### config.mk
export PLATFORM = sky130hd
export DESIGN_NAME = ubx_frame_receiver
export DESIGN_NICKNAME = d
export VERILOG_FILES = /design/src/sv/ufr_pkg.sv /design/src/sv/ubx_frame_receiver.sv
export SDC_FILE = /design/constraint.sdc
export NUM_CORES = 1
export LEC_CHECK = 0
export ABC_AREA = 1
export BUFFER_PORTS_ARGS = -buffer_cell sky130_fd_sc_hd__buf_2
export CORE_ASPECT_RATIO = 0.6
export CORE_MARGIN = 2
export CORE_UTILIZATION = 35
export CTS_BUF_LIST = sky130_fd_sc_hd__clkbuf_4
export DETAILED_ROUTE_END_ITERATION = 10
export PLACE_DENSITY_LB_ADDON = 0.1
export SETUP_SLACK_MARGIN = 0.1
export SYNTH_ARGS = -nofsm -noshare
export SYNTH_HDL_FRONTEND = slang
export SYNTH_SLANG_ARGS = --single-unit
### constraint.sdc
create_clock -name clk -period 3.1 [get_ports clk]
set_input_delay 0.465 -clock clk [delete_from_list [all_inputs] [get_ports clk]]
set_output_delay 0.465 -clock clk [all_outputs]
set_load 0.01 [all_outputs]
### src/sv/ufr_pkg.sv
`timescale 1ns / 1ps
`default_nettype none

package ufr_pkg;

    // Frame sync bytes and the reset value of the payload limit.
    localparam logic [7:0]  SYNC_FIRST       = 8'hB5;
    localparam logic [7:0]  SYNC_SECOND      = 8'h62;
    localparam logic [15:0] MAX_LENGTH_RESET = 16'd512;

    // Event codes carried in tuser.
    localparam logic [1:0] EV_PAYLOAD  = 2'd0;
    localparam logic [1:0] EV_GOOD     = 2'd1;
    localparam logic [1:0] EV_BAD      = 2'd2;
    localparam logic [1:0] EV_TOO_LONG = 2'd3;

    // Parser phase codes.
    localparam logic [3:0] PH_SYNC1   = 4'd0;
    localparam logic [3:0] PH_SYNC2   = 4'd1;
    localparam logic [3:0] PH_CLASS   = 4'd2;
    localparam logic [3:0] PH_ID      = 4'd3;
    localparam logic [3:0] PH_LEN_LO  = 4'd4;
    localparam logic [3:0] PH_LEN_HI  = 4'd5;
    localparam logic [3:0] PH_PAYLOAD = 4'd6;
    localparam logic [3:0] PH_CK_A    = 4'd7;
    localparam logic [3:0] PH_CK_B    = 4'd8;

    // Result item fields, last field in the lowest bits.
    typedef struct packed {
        logic [7:0]  sum_b;
        logic [7:0]  sum_a;
        logic [7:0]  payload_byte;
        logic [15:0] byte_index;
        logic [15:0] payload_length;
        logic [7:0]  msg_id;
        logic [7:0]  msg_class;
    } result_t;

endpackage

`default_nettype wire

### src/sv/ubx_frame_receiver.sv
`timescale 1ns / 1ps
`default_nettype none

// A result item is valid in the cycle after the byte that causes it is accepted.
// Throughput: one received byte per cycle while ready; the phase register sets this.
// The input is ready whenever the result register is empty or being drained.
// Reset (rst_n low, asynchronous) returns the parser to sync hunting, clears sums,
// empties the result register and restores the payload limit to 512.
module ubx_frame_receiver
    import ufr_pkg::*;
(
    input  wire logic        clk,
    input  wire logic        rst_n,
    // Received bytes.
    input  wire logic        s_axis_tvalid,
    output logic             s_axis_tready,
    input  wire logic [7:0]  s_axis_tdata,   // [7:0] rx_byte
    // Result items.
    output logic             m_axis_tvalid,
    input  wire logic        m_axis_tready,
    // [7:0] msg_class, [15:8] msg_id, [31:16] payload_length, [47:32] byte_index,
    // [55:48] payload_byte, [63:56] sum_a, [71:64] sum_b
    output logic [71:0]      m_axis_tdata,
    output logic [1:0]       m_axis_tuser,   // [1:0] event_kind
    // Payload limit register write.
    input  wire logic        cfg_valid,
    output logic             cfg_ready,
    input  wire logic [15:0] cfg_data        // max_payload_length
);

    logic [15:0] max_len_reg;
    logic [3:0]  phase_reg,     phase_next;
    logic [7:0]  class_reg,     class_next;
    logic [7:0]  id_reg,        id_next;
    logic [15:0] length_reg,    length_next;
    logic [15:0] count_reg,     count_next;
    logic [7:0]  sum_a_reg,     sum_a_next;
    logic [7:0]  sum_b_reg,     sum_b_next;
    logic [7:0]  rx_sum_a_reg,  rx_sum_a_next;
    logic        out_valid_reg;
    logic [1:0]  out_kind_reg,  out_kind_next;
    result_t     out_data_reg,  out_data_next;
    logic        emit;
    logic        in_accept;
    logic [7:0]  rx;
    logic [7:0]  add_a;
    logic [15:0] full_length;
    logic [15:0] count_inc;

    assign cfg_ready     = 1'b1;
    assign s_axis_tready = !out_valid_reg || m_axis_tready;
    assign in_accept     = s_axis_tvalid && s_axis_tready;
    assign m_axis_tvalid = out_valid_reg;
    assign m_axis_tdata  = out_data_reg;
    assign m_axis_tuser  = out_kind_reg;

    assign rx          = s_axis_tdata;
    assign add_a       = sum_a_reg + rx;
    assign full_length = {rx, length_reg[7:0]};
    assign count_inc   = count_reg + 16'd1;

    // Payload limit register.
    always_ff @(posedge clk or negedge rst_n)
    begin
        if (!rst_n)
        begin
            max_len_reg <= MAX_LENGTH_RESET;
        end
        else if (cfg_valid && cfg_ready)
        begin
            max_len_reg <= cfg_data;
        end
    end

    // Parser next state and result for the byte at the input.
    always_comb
    begin
        phase_next    = phase_reg;
        class_next    = class_reg;
        id_next       = id_reg;
        length_next   = length_reg;
        count_next    = count_reg;
        sum_a_next    = sum_a_reg;
        sum_b_next    = sum_b_reg;
        rx_sum_a_next = rx_sum_a_reg;
        emit          = 1'b0;
        out_kind_next = EV_PAYLOAD;
        out_data_next = '0;

        unique case (phase_reg)
            PH_SYNC2:
            begin
                phase_next = (rx == SYNC_SECOND) ? PH_CLASS : PH_SYNC1;
            end
            PH_CLASS:
            begin
                class_next = rx;
                sum_a_next = add_a;
                sum_b_next = sum_b_reg + add_a;
                phase_next = PH_ID;
            end
            PH_ID:
            begin
                id_next    = rx;
                sum_a_next = add_a;
                sum_b_next = sum_b_reg + add_a;
                phase_next = PH_LEN_LO;
            end
            PH_LEN_LO:
            begin
                length_next = {8'd0, rx};
                sum_a_next  = add_a;
                sum_b_next  = sum_b_reg + add_a;
                phase_next  = PH_LEN_HI;
            end
            PH_LEN_HI:
            begin
                length_next = full_length;
                sum_a_next  = add_a;
                sum_b_next  = sum_b_reg + add_a;
                count_next  = '0;
                if (full_length > max_len_reg)
                begin
                    emit          = 1'b1;
                    out_kind_next = EV_TOO_LONG;
                    phase_next    = PH_SYNC1;
                end
                else if (full_length == 16'd0)
                begin
                    phase_next = PH_CK_A;
                end
                else
                begin
                    phase_next = PH_PAYLOAD;
                end
            end
            PH_PAYLOAD:
            begin
                sum_a_next                 = add_a;
                sum_b_next                 = sum_b_reg + add_a;
                emit                       = 1'b1;
                out_kind_next              = EV_PAYLOAD;
                out_data_next.byte_index   = count_reg;
                out_data_next.payload_byte = rx;
                count_next                 = count_inc;
                if (count_inc >= length_reg)
                begin
                    phase_next = PH_CK_A;
                end
            end
            PH_CK_A:
            begin
                rx_sum_a_next = rx;
                phase_next    = PH_CK_B;
            end
            PH_CK_B:
            begin
                emit                = 1'b1;
                out_kind_next       = ((rx_sum_a_reg == sum_a_reg) && (rx == sum_b_reg))
                                      ? EV_GOOD : EV_BAD;
                out_data_next.sum_a = sum_a_reg;
                out_data_next.sum_b = sum_b_reg;
                phase_next          = PH_SYNC1;
            end
            default:
            begin
                // Sync hunting; unused phase codes behave the same way.
                sum_a_next = '0;
                sum_b_next = '0;
                phase_next = (rx == SYNC_FIRST) ? PH_SYNC2 : PH_SYNC1;
            end
        endcase

        out_data_next.msg_class      = class_next;
        out_data_next.msg_id         = id_next;
        out_data_next.payload_length = length_next;
    end

    // Parser state, updated once per accepted item.
    always_ff @(posedge clk or negedge rst_n)
    begin
        if (!rst_n)
        begin
            phase_reg    <= PH_SYNC1;
            class_reg    <= '0;
            id_reg       <= '0;
            length_reg   <= '0;
            count_reg    <= '0;
            sum_a_reg    <= '0;
            sum_b_reg    <= '0;
            rx_sum_a_reg <= '0;
        end
        else if (in_accept)
        begin
            phase_reg    <= phase_next;
            class_reg    <= class_next;
            id_reg       <= id_next;
            length_reg   <= length_next;
            count_reg    <= count_next;
            sum_a_reg    <= sum_a_next;
            sum_b_reg    <= sum_b_next;
            rx_sum_a_reg <= rx_sum_a_next;
        end
    end

    // Result register valid flag.
    always_ff @(posedge clk or negedge rst_n)
    begin
        if (!rst_n)
        begin
            out_valid_reg <= 1'b0;
        end
        else if (in_accept)
        begin
            out_valid_reg <= emit;
        end
        else if (m_axis_tready)
        begin
            out_valid_reg <= 1'b0;
        end
    end

    // Result register payload.
    always_ff @(posedge clk)
    begin
        if (in_accept && emit)
        begin
            out_kind_reg <= out_kind_next;
            out_data_reg <= out_data_next;
        end
    end

    // A payload byte accepted in the payload phase shows up as a payload item.
    a_payload_emits: assert property (@(posedge clk) disable iff (!rst_n)
        (in_accept && phase_reg == PH_PAYLOAD)
        |=> (out_valid_reg && out_kind_reg == EV_PAYLOAD))
        else $error("payload byte did not produce a payload item");

    // While in the payload phase the count stays below the declared length.
    a_count_bound: assert property (@(posedge clk) disable iff (!rst_n)
        (phase_reg == PH_PAYLOAD) |-> (count_reg < length_reg))
        else $error("payload count reached the frame length inside the payload");

    // A payload item's index lies within its frame's length.
    a_index_bound: assert property (@(posedge clk) disable iff (!rst_n)
        (out_valid_reg && out_kind_reg == EV_PAYLOAD)
        |-> (out_data_reg.byte_index < out_data_reg.payload_length))
        else $error("payload index outside the declared length");

    // An oversized length sends the parser back to sync hunting.
    a_too_long_drops: assert property (@(posedge clk) disable iff (!rst_n)
        (in_accept && phase_reg == PH_LEN_HI && full_length > max_len_reg)
        |=> (phase_reg == PH_SYNC1 && out_valid_reg && out_kind_reg == EV_TOO_LONG))
        else $error("oversized frame was not dropped");

endmodule

`default_nettype wire

==> results of run 1 <==
## stage by stage
stage | utilization (%) | power, mW
final | 41.67 | 4.380
after floorplan | - | 2.893
after global routing | 41.67 | 4.626
after global placement | 40.07 | 3.100
after CTS | 41.34 | 4.433
after detailed placement | 40.07 | 3.107
## tightest hold or removal path, stage by stage
cell and delay [ns]:
buf_2 0.08, nand2_1 0.04, o21ai_0 0.06
## final cells by class
| type | count | area, um2 |
|---|---|---|
| clock buffer | 17 | 127.6 |
| clock inverter | 15 | 151.4 |
| fill | 2357 | 13560 |
| inverter | 126 | 479.2 |
| tap | 315 | 394.1 |
| timing repair buffer | 126 | 703.2 |
| sequential | 167 | 4551 |
| multi-input combinational | 579 | 3279 |
## repair_timing
action | 4_1_cts | 5_1_grt
hold endpoints to repair | 44 | 0
pin swaps | 0 | 4
setup endpoints to repair | 2 | 5
resized for setup | 1 | 13
hold buffers | 1 | 0
setup buffers | 0 | 2
## worst min-delay path by stage
stage / endpoint / depth (start not counted) / from
2_1_floorplan: class_reg[0] / 0 / rst_n
3_3_place_gp: class_reg[4] / 2 / class_reg[4]
3_5_place_dp: class_reg[2] / 2 / class_reg[2]
4_1_cts: max_len_reg[15] / 3 / cfg_data[15]
5_1_grt: max_len_reg[12] / 3 / cfg_data[12]
6_report: max_len_reg[15] / 3 / cfg_data[15]
## where the power goes
group | switching (mW) | total, mW | internal, mW | leakage (nW)
registers | 0.0536 | 2.47 | 2.42 | 1.87
logic | 0.392 | 0.602 | 0.210 | 2.48
clock network | 0.826 | 1.31 | 0.483 | 0.147
## per-layer routing
layer  part of all wire [%]  track usage [%]  vias to the layer above
met3                    5.1            3.977                       17
met2                     36            22.06                      146
met1                     58            31.46                     2952
li1                       -                -                     3198
met4                    1.1            3.969                        0
met5                      0                0                        -
## layout by cell type (no fill, tap or decap), types with 25 or more instances in the layout
| cell type | netlist | final |
|---|---|---|
| nand2_1 | 200 | 199 |
| inv_1 | 122 | 121 |
| buf_2 | 12 | 103 |
| o21ai_0 | 93 | 93 |
| dfrtp_1 | 92 | 92 |
| edfxtp_1 | 74 | 74 |
| nor2_1 | 64 | 62 |
| ha_1 | 47 | 45 |
| nand3_1 | 31 | 30 |
| a21oi_1 | 27 | 25 |
## cells by family (layout without fill, tap and decap cells)
| group | after synthesis | in the layout |
|---|---|---|
| simple gates | 343 | 343 |
| flops | 167 | 167 |
| compound gates | 154 | 154 |
| buf+inv | 149 | 284 |
| fa+ha+maj | 49 | 49 |
| xor+xnor | 31 | 31 |
| other cells | 1 | 1 |
| mux | 1 | 1 |
==> flow_summary.json, run 1 <==
{
  "antenna_found_initial": 0,
  "setup_ws_ns": 0.2866,
  "cts_made_buffers": 17,
  "io_pins": 106,
  "async_reset_ff_share_pct": 55.69,
  "drv_cap": 0,
  "period_share_pct": 90.76,
  "synth_top_family_by_area": "simple AND/OR/NAND/NOR gates",
  "grt_usage_pct": 18.32,
  "startpoint_type": "flop",
  "first_iter_violations": 458,
  "ys_warn_count": 0,
  "crit_path_end_kind": "flop",
  "finalMaxSlewViolations": 0,
  "dp.cells": 1310,
  "syn-num-nets": 973,
  "crit_required_ns": 3.57,
  "synth_compound_area_share_pct": 9.768,
  "cts_max_path_buffers": 2,
  "rsz0062_at_grt": "true",
  "slowest_stage": "dfrtp_1",
  "coreArea_mm2": 0.02324,
  "dp_slack_ns": 0.1045,
  "cp-endpoint": "phase_reg[0]",
  "grt_max_degree": 49,
  "grt_pass1_wl_um": 34130,
  "r2r_cells": 18,
  "syn-cell-area_mm2": 0.008352,
  "synth-edff-count": 74,
  "hold_viol": 0,
  "die_w_um": 203.4,
  "hold_slack_ns": 0.09781,
  "fin_skew_ns": 0.02443,
  "path_buf_inv": 2,
  "placed_cell_area_mm2": 0.009314,
  "path_delay_family": "simple AND/OR/NAND/NOR gates",
  "synth_flop_cell": "dfrtp_1",
  "cp.arrival_ns": 3.29,
  "synth_top_area_share_pct": 27.57,
  "clk_latency_ns": 0.57,
  "cp_max_fo": 5,
  "synthAdderAreaFrac_pct": 7.521,
  "synth_cell_type_count": 41,
  "p_per_area_mw_per_mm2": 452.2,
  "routedWlPerCell_um": 16.58,
  "synthMuxAreaShare_pct": 0.1348,
  "setup_tns_ns": 0,
  "grt_overflow": 0,
  "firstDrtPassIters": 5,
  "vias": 6313,
  "cts_tree": "built",
  "slew_headroom_pct": 52.58,
  "route.detailed.drc": 0,
  "outcome": "completed",
  "r2r-start": "count_reg[0]",
  "synthCells": 895,
  "seq_area_frac_synth_pct": 54.49,
  "fmax_mhz": 355.4,
  "cts.sinks": 167,
  "yosys.area.top_type": "dfrtp_1",
  "setup_viol": 0,
  "final_area_mm2": 0.009686,
  "synthSimpleGateAreaFrac_pct": 17.74,
  "htreeDepth": 4,
  "worstSetupPathDepth": 18,
  "synth_common_cells": "200 x nand2_1, 122 x inv_1, 93 x o21ai_0",
  "nNetsFinal": 1095,
  "synth_xor_area_share_pct": 3.251,
  "synth.avg_cell_area_um2": 9.332,
  "critical_path.max_stage_delay_ns": 0.38,
  "rrSetupSlack_ns": 0.29,
  "die_area_mm2": 0.02515,
  "synth_seq_cells": 167,
  "worst_pin_slew_ns": 0.7112,
  "syn2layout_area_growth_pct": 15.97,
  "cts.clk_slew.worst_paths_ns": 0.14,
  "worst-setup-path-type": "flop to flop",
  "post-dp-hpwl_um": 16300,
  "peakVddDrop_uv": 207.7,
  "finalWeightedCongestion": 0.8329,
  "fin_crit_ns": 2.813,
  "fp.dieH_um": 123.7,
  "diodes": 0,
  "root_buffer": "clkbuf_4",
  "final_layout_size_suffix_gt1_share_pct": 18.64,
  "final_cells": 1345,
  "cp_cell_sequence": "ha_2, nand3_2, nor2_4, nand4_1, inv_1, nand2_1, nor2_4, nand4_1, and2_1, ha_1, nand2_2, o21ai_0, a21oi_1, nand4_1, nand2_2, inv_1, nand2_1, nand2_1",
  "drtAntennaViolNets": 0,
  "grt_pass1_vias": 5679,
  "synthTopCellsByArea": "dfrtp_1 28%, edfxtp_1 27%, nand2_1 9.0%",
  "largest_register_ffs": 72,
  "wirelength_um": 22300,
  "p_leak_nw": 4.498,
  "worstHoldPathType": "input pin to flop",
  "startpoint": "count_reg[0]",
  "num_rows": 43,
  "numPortBuffers": 104,
  "synth_most_common_cell": "nand2_1",
  "r2r_end": "phase_reg[0]",
  "initial_core_util_pct": 35.93,
  "via_per_inst": 4.694
}
Note: power is estimated with default switching activity, not from simulation.
==> inputs of run 2 (changes only) <==
CORE_UTILIZATION = 54   (was 35)
==> run 2 against run 1 <==
  * Combinational power is 0.8% higher
  * Clock skew about the same
  * Non-clock buffer count shrank 7
  * Wire length decreased by 11%
  * Total power rose by 3.0%
  * Clock-buffer cell count increased by 1
  * Highest routed layer unchanged
==> flow_summary.json, run 2 (synthesis results as in run 1) <==
{
  "die_w_um": 164.6,
  "root_buffer": "clkbuf_4",
  "outcome": "completed",
  "cp-endpoint": "phase_reg[0]",
  "clk_latency_ns": 0.59,
  "vias": 6469,
  "hold_viol": 0,
  "p_leak_nw": 4.489,
  "diodes": 0,
  "period_share_pct": 90.32,
  "hold_slack_ns": 0.07118,
  "numPortBuffers": 104,
  "initial_core_util_pct": 54.80,
  "drtAntennaViolNets": 0,
  "r2r-start": "count_reg[1]",
  "grt_overflow": 0,
  "routedWlPerCell_um": 16.17,
  "r2r_cells": 18,
  "cts_tree": "built",
  "rsz0062_at_grt": "false",
  "final_cell_mix": "198 x nand2_1, 121 x inv_1, 103 x buf_2",
  "antenna_found_initial": 0,
  "drv_cap": 0,
  "coreArea_mm2": 0.01524,
  "grt_usage_pct": 25.40,
  "wirelength_um": 19820,
  "worst-setup-path-type": "flop to flop",
  "dp_slack_ns": 0.1232,
  "final_layout_size_suffix_gt1_share_pct": 19.35,
  "syn2layout_area_growth_pct": 15.07,
  "nNetsFinal": 1088,
  "worstHoldPathType": "input pin to flop",
  "startpoint": "count_reg[1]",
  "num_rows": 35,
  "fin_skew_ns": 0.02394,
  "htreeDepth": 4,
  "fin_util_pct": 63.06,
  "cts.sinks": 167,
  "finalMaxSlewViolations": 0,
  "cts_made_buffers": 17,
  "fmax_mhz": 357.2,
  "die_area_mm2": 0.01651,
  "fillers": 1327,
  "crit_required_ns": 3.60,
  "io_pins": 106,
  "first_iter_violations": 562,
  "grt_pass1_vias": 5738,
  "grt_max_degree": 93,
  "setup_tns_ns": 0,
  "fp.dieH_um": 100.3,
  "fin_crit_ns": 2.800,
  "finalWeightedCongestion": 0.8932,
  "grt_pass1_wl_um": 31450,
  "slew_headroom_pct": 30.36,
  "cp.arrival_ns": 3.30,
  "firstDrtPassIters": 5,
  "post-dp-hpwl_um": 14110,
  "rrSetupSlack_ns": 0.30,
  "route.detailed.drc": 0,
  "p_per_area_mw_per_mm2": 469.5,
  "setup_ws_ns": 0.3001,
  "peakVddDrop_uv": 245.3,
  "setup_viol": 0,
  "final_common_cell": "nand2_1",
  "cp_max_fo": 5,
  "startpoint_type": "flop",
  "via_per_inst": 5.277,
  "r2r_end": "phase_reg[0]",
  "largest_register_ffs": 72,
  "worst_pin_slew_ns": 1.041,
  "crit_path_end_kind": "flop",
  "cts.clk_slew.worst_paths_ns": 0.16,
  "cts_max_path_buffers": 2
}
==> run 2: layout make-up <==
class / instances / area, um2 / share of cell area (%)
well taps: 203 / 254.0 / 2.643
multi-input cells: 579 / 3338 / 34.74
flip-flops and latches: 167 / 4554 / 47.39
clock buffers: 18 / 135.1 / 1.406
repair buffers: 119 / 663.1 / 6.900
clock inverters: 14 / 186.4 / 1.940
inverters: 126 / 479.2 / 4.986
==> run 2: worst max-delay path, stage by stage, from the launching register on <==
cell and delay (ns):
dfrtp_2 0.45, ha_4 0.16, nand3_2 0.11, nor2_4 0.15, nand4_1 0.11, inv_1 0.09, nand2_2 0.08, nor2_4 0.17
nand4_1 0.12, and2_1 0.18, ha_1 0.28, nand2_2 0.11, o21ai_0 0.10, a21oi_1 0.20, nand4_1 0.13, nand2_2 0.12
inv_1 0.07, nand2_1 0.07, nand2_1 0.04
==> run 2: worst min-delay path by stage <==
stage,start,endpoint,depth (start not counted)
floorplan,rst_n,class_reg[0],0
global placement,rst_n,max_len_reg[8],1
detailed placement,rst_n,max_len_reg[8],1
CTS,cfg_data[10],max_len_reg[10],3
global route,cfg_data[12],max_len_reg[12],3
finish,cfg_data[10],max_len_reg[10],3
==> run 2: through the flow <==
stage          total power [mW]  instances  area (um2)
2_1_floorplan             2.893        895        8356
3_3_place_gp              3.074       1188        9111
3_5_place_dp              3.090       1188        9111
4_1_cts                   4.502       1221        9443
5_1_grt                   4.734       1226        9610
6_report                  4.512       1226        9610
==> run 2: metal layers <==
layer	routed length, um	part of all wire (%)	GRT usage [%]
met1	10460	53	42.98
met2	7665	39	32.67
met3	1519	7.7	5.000
met4	180	0.91	6.087
met5	0	0	0
==> run 2: where the power goes <==
| part | internal, mW | switching [mW] |
|---|---|---|
| registers | 2.42 | 0.0572 |
| logic | 0.214 | 0.393 |
| clock network | 0.591 | 0.841 |
==> run 2: timing repair <==
| action | CTS | global route |
|---|---|---|
| hold buffers | 1 | 0 |
| gates resized for setup | 0 | 27 |
| endpoints found under the setup margin | 0 | 5 |
| setup buffers | 0 | 5 |
| endpoints found under the hold margin | 92 | 0 |
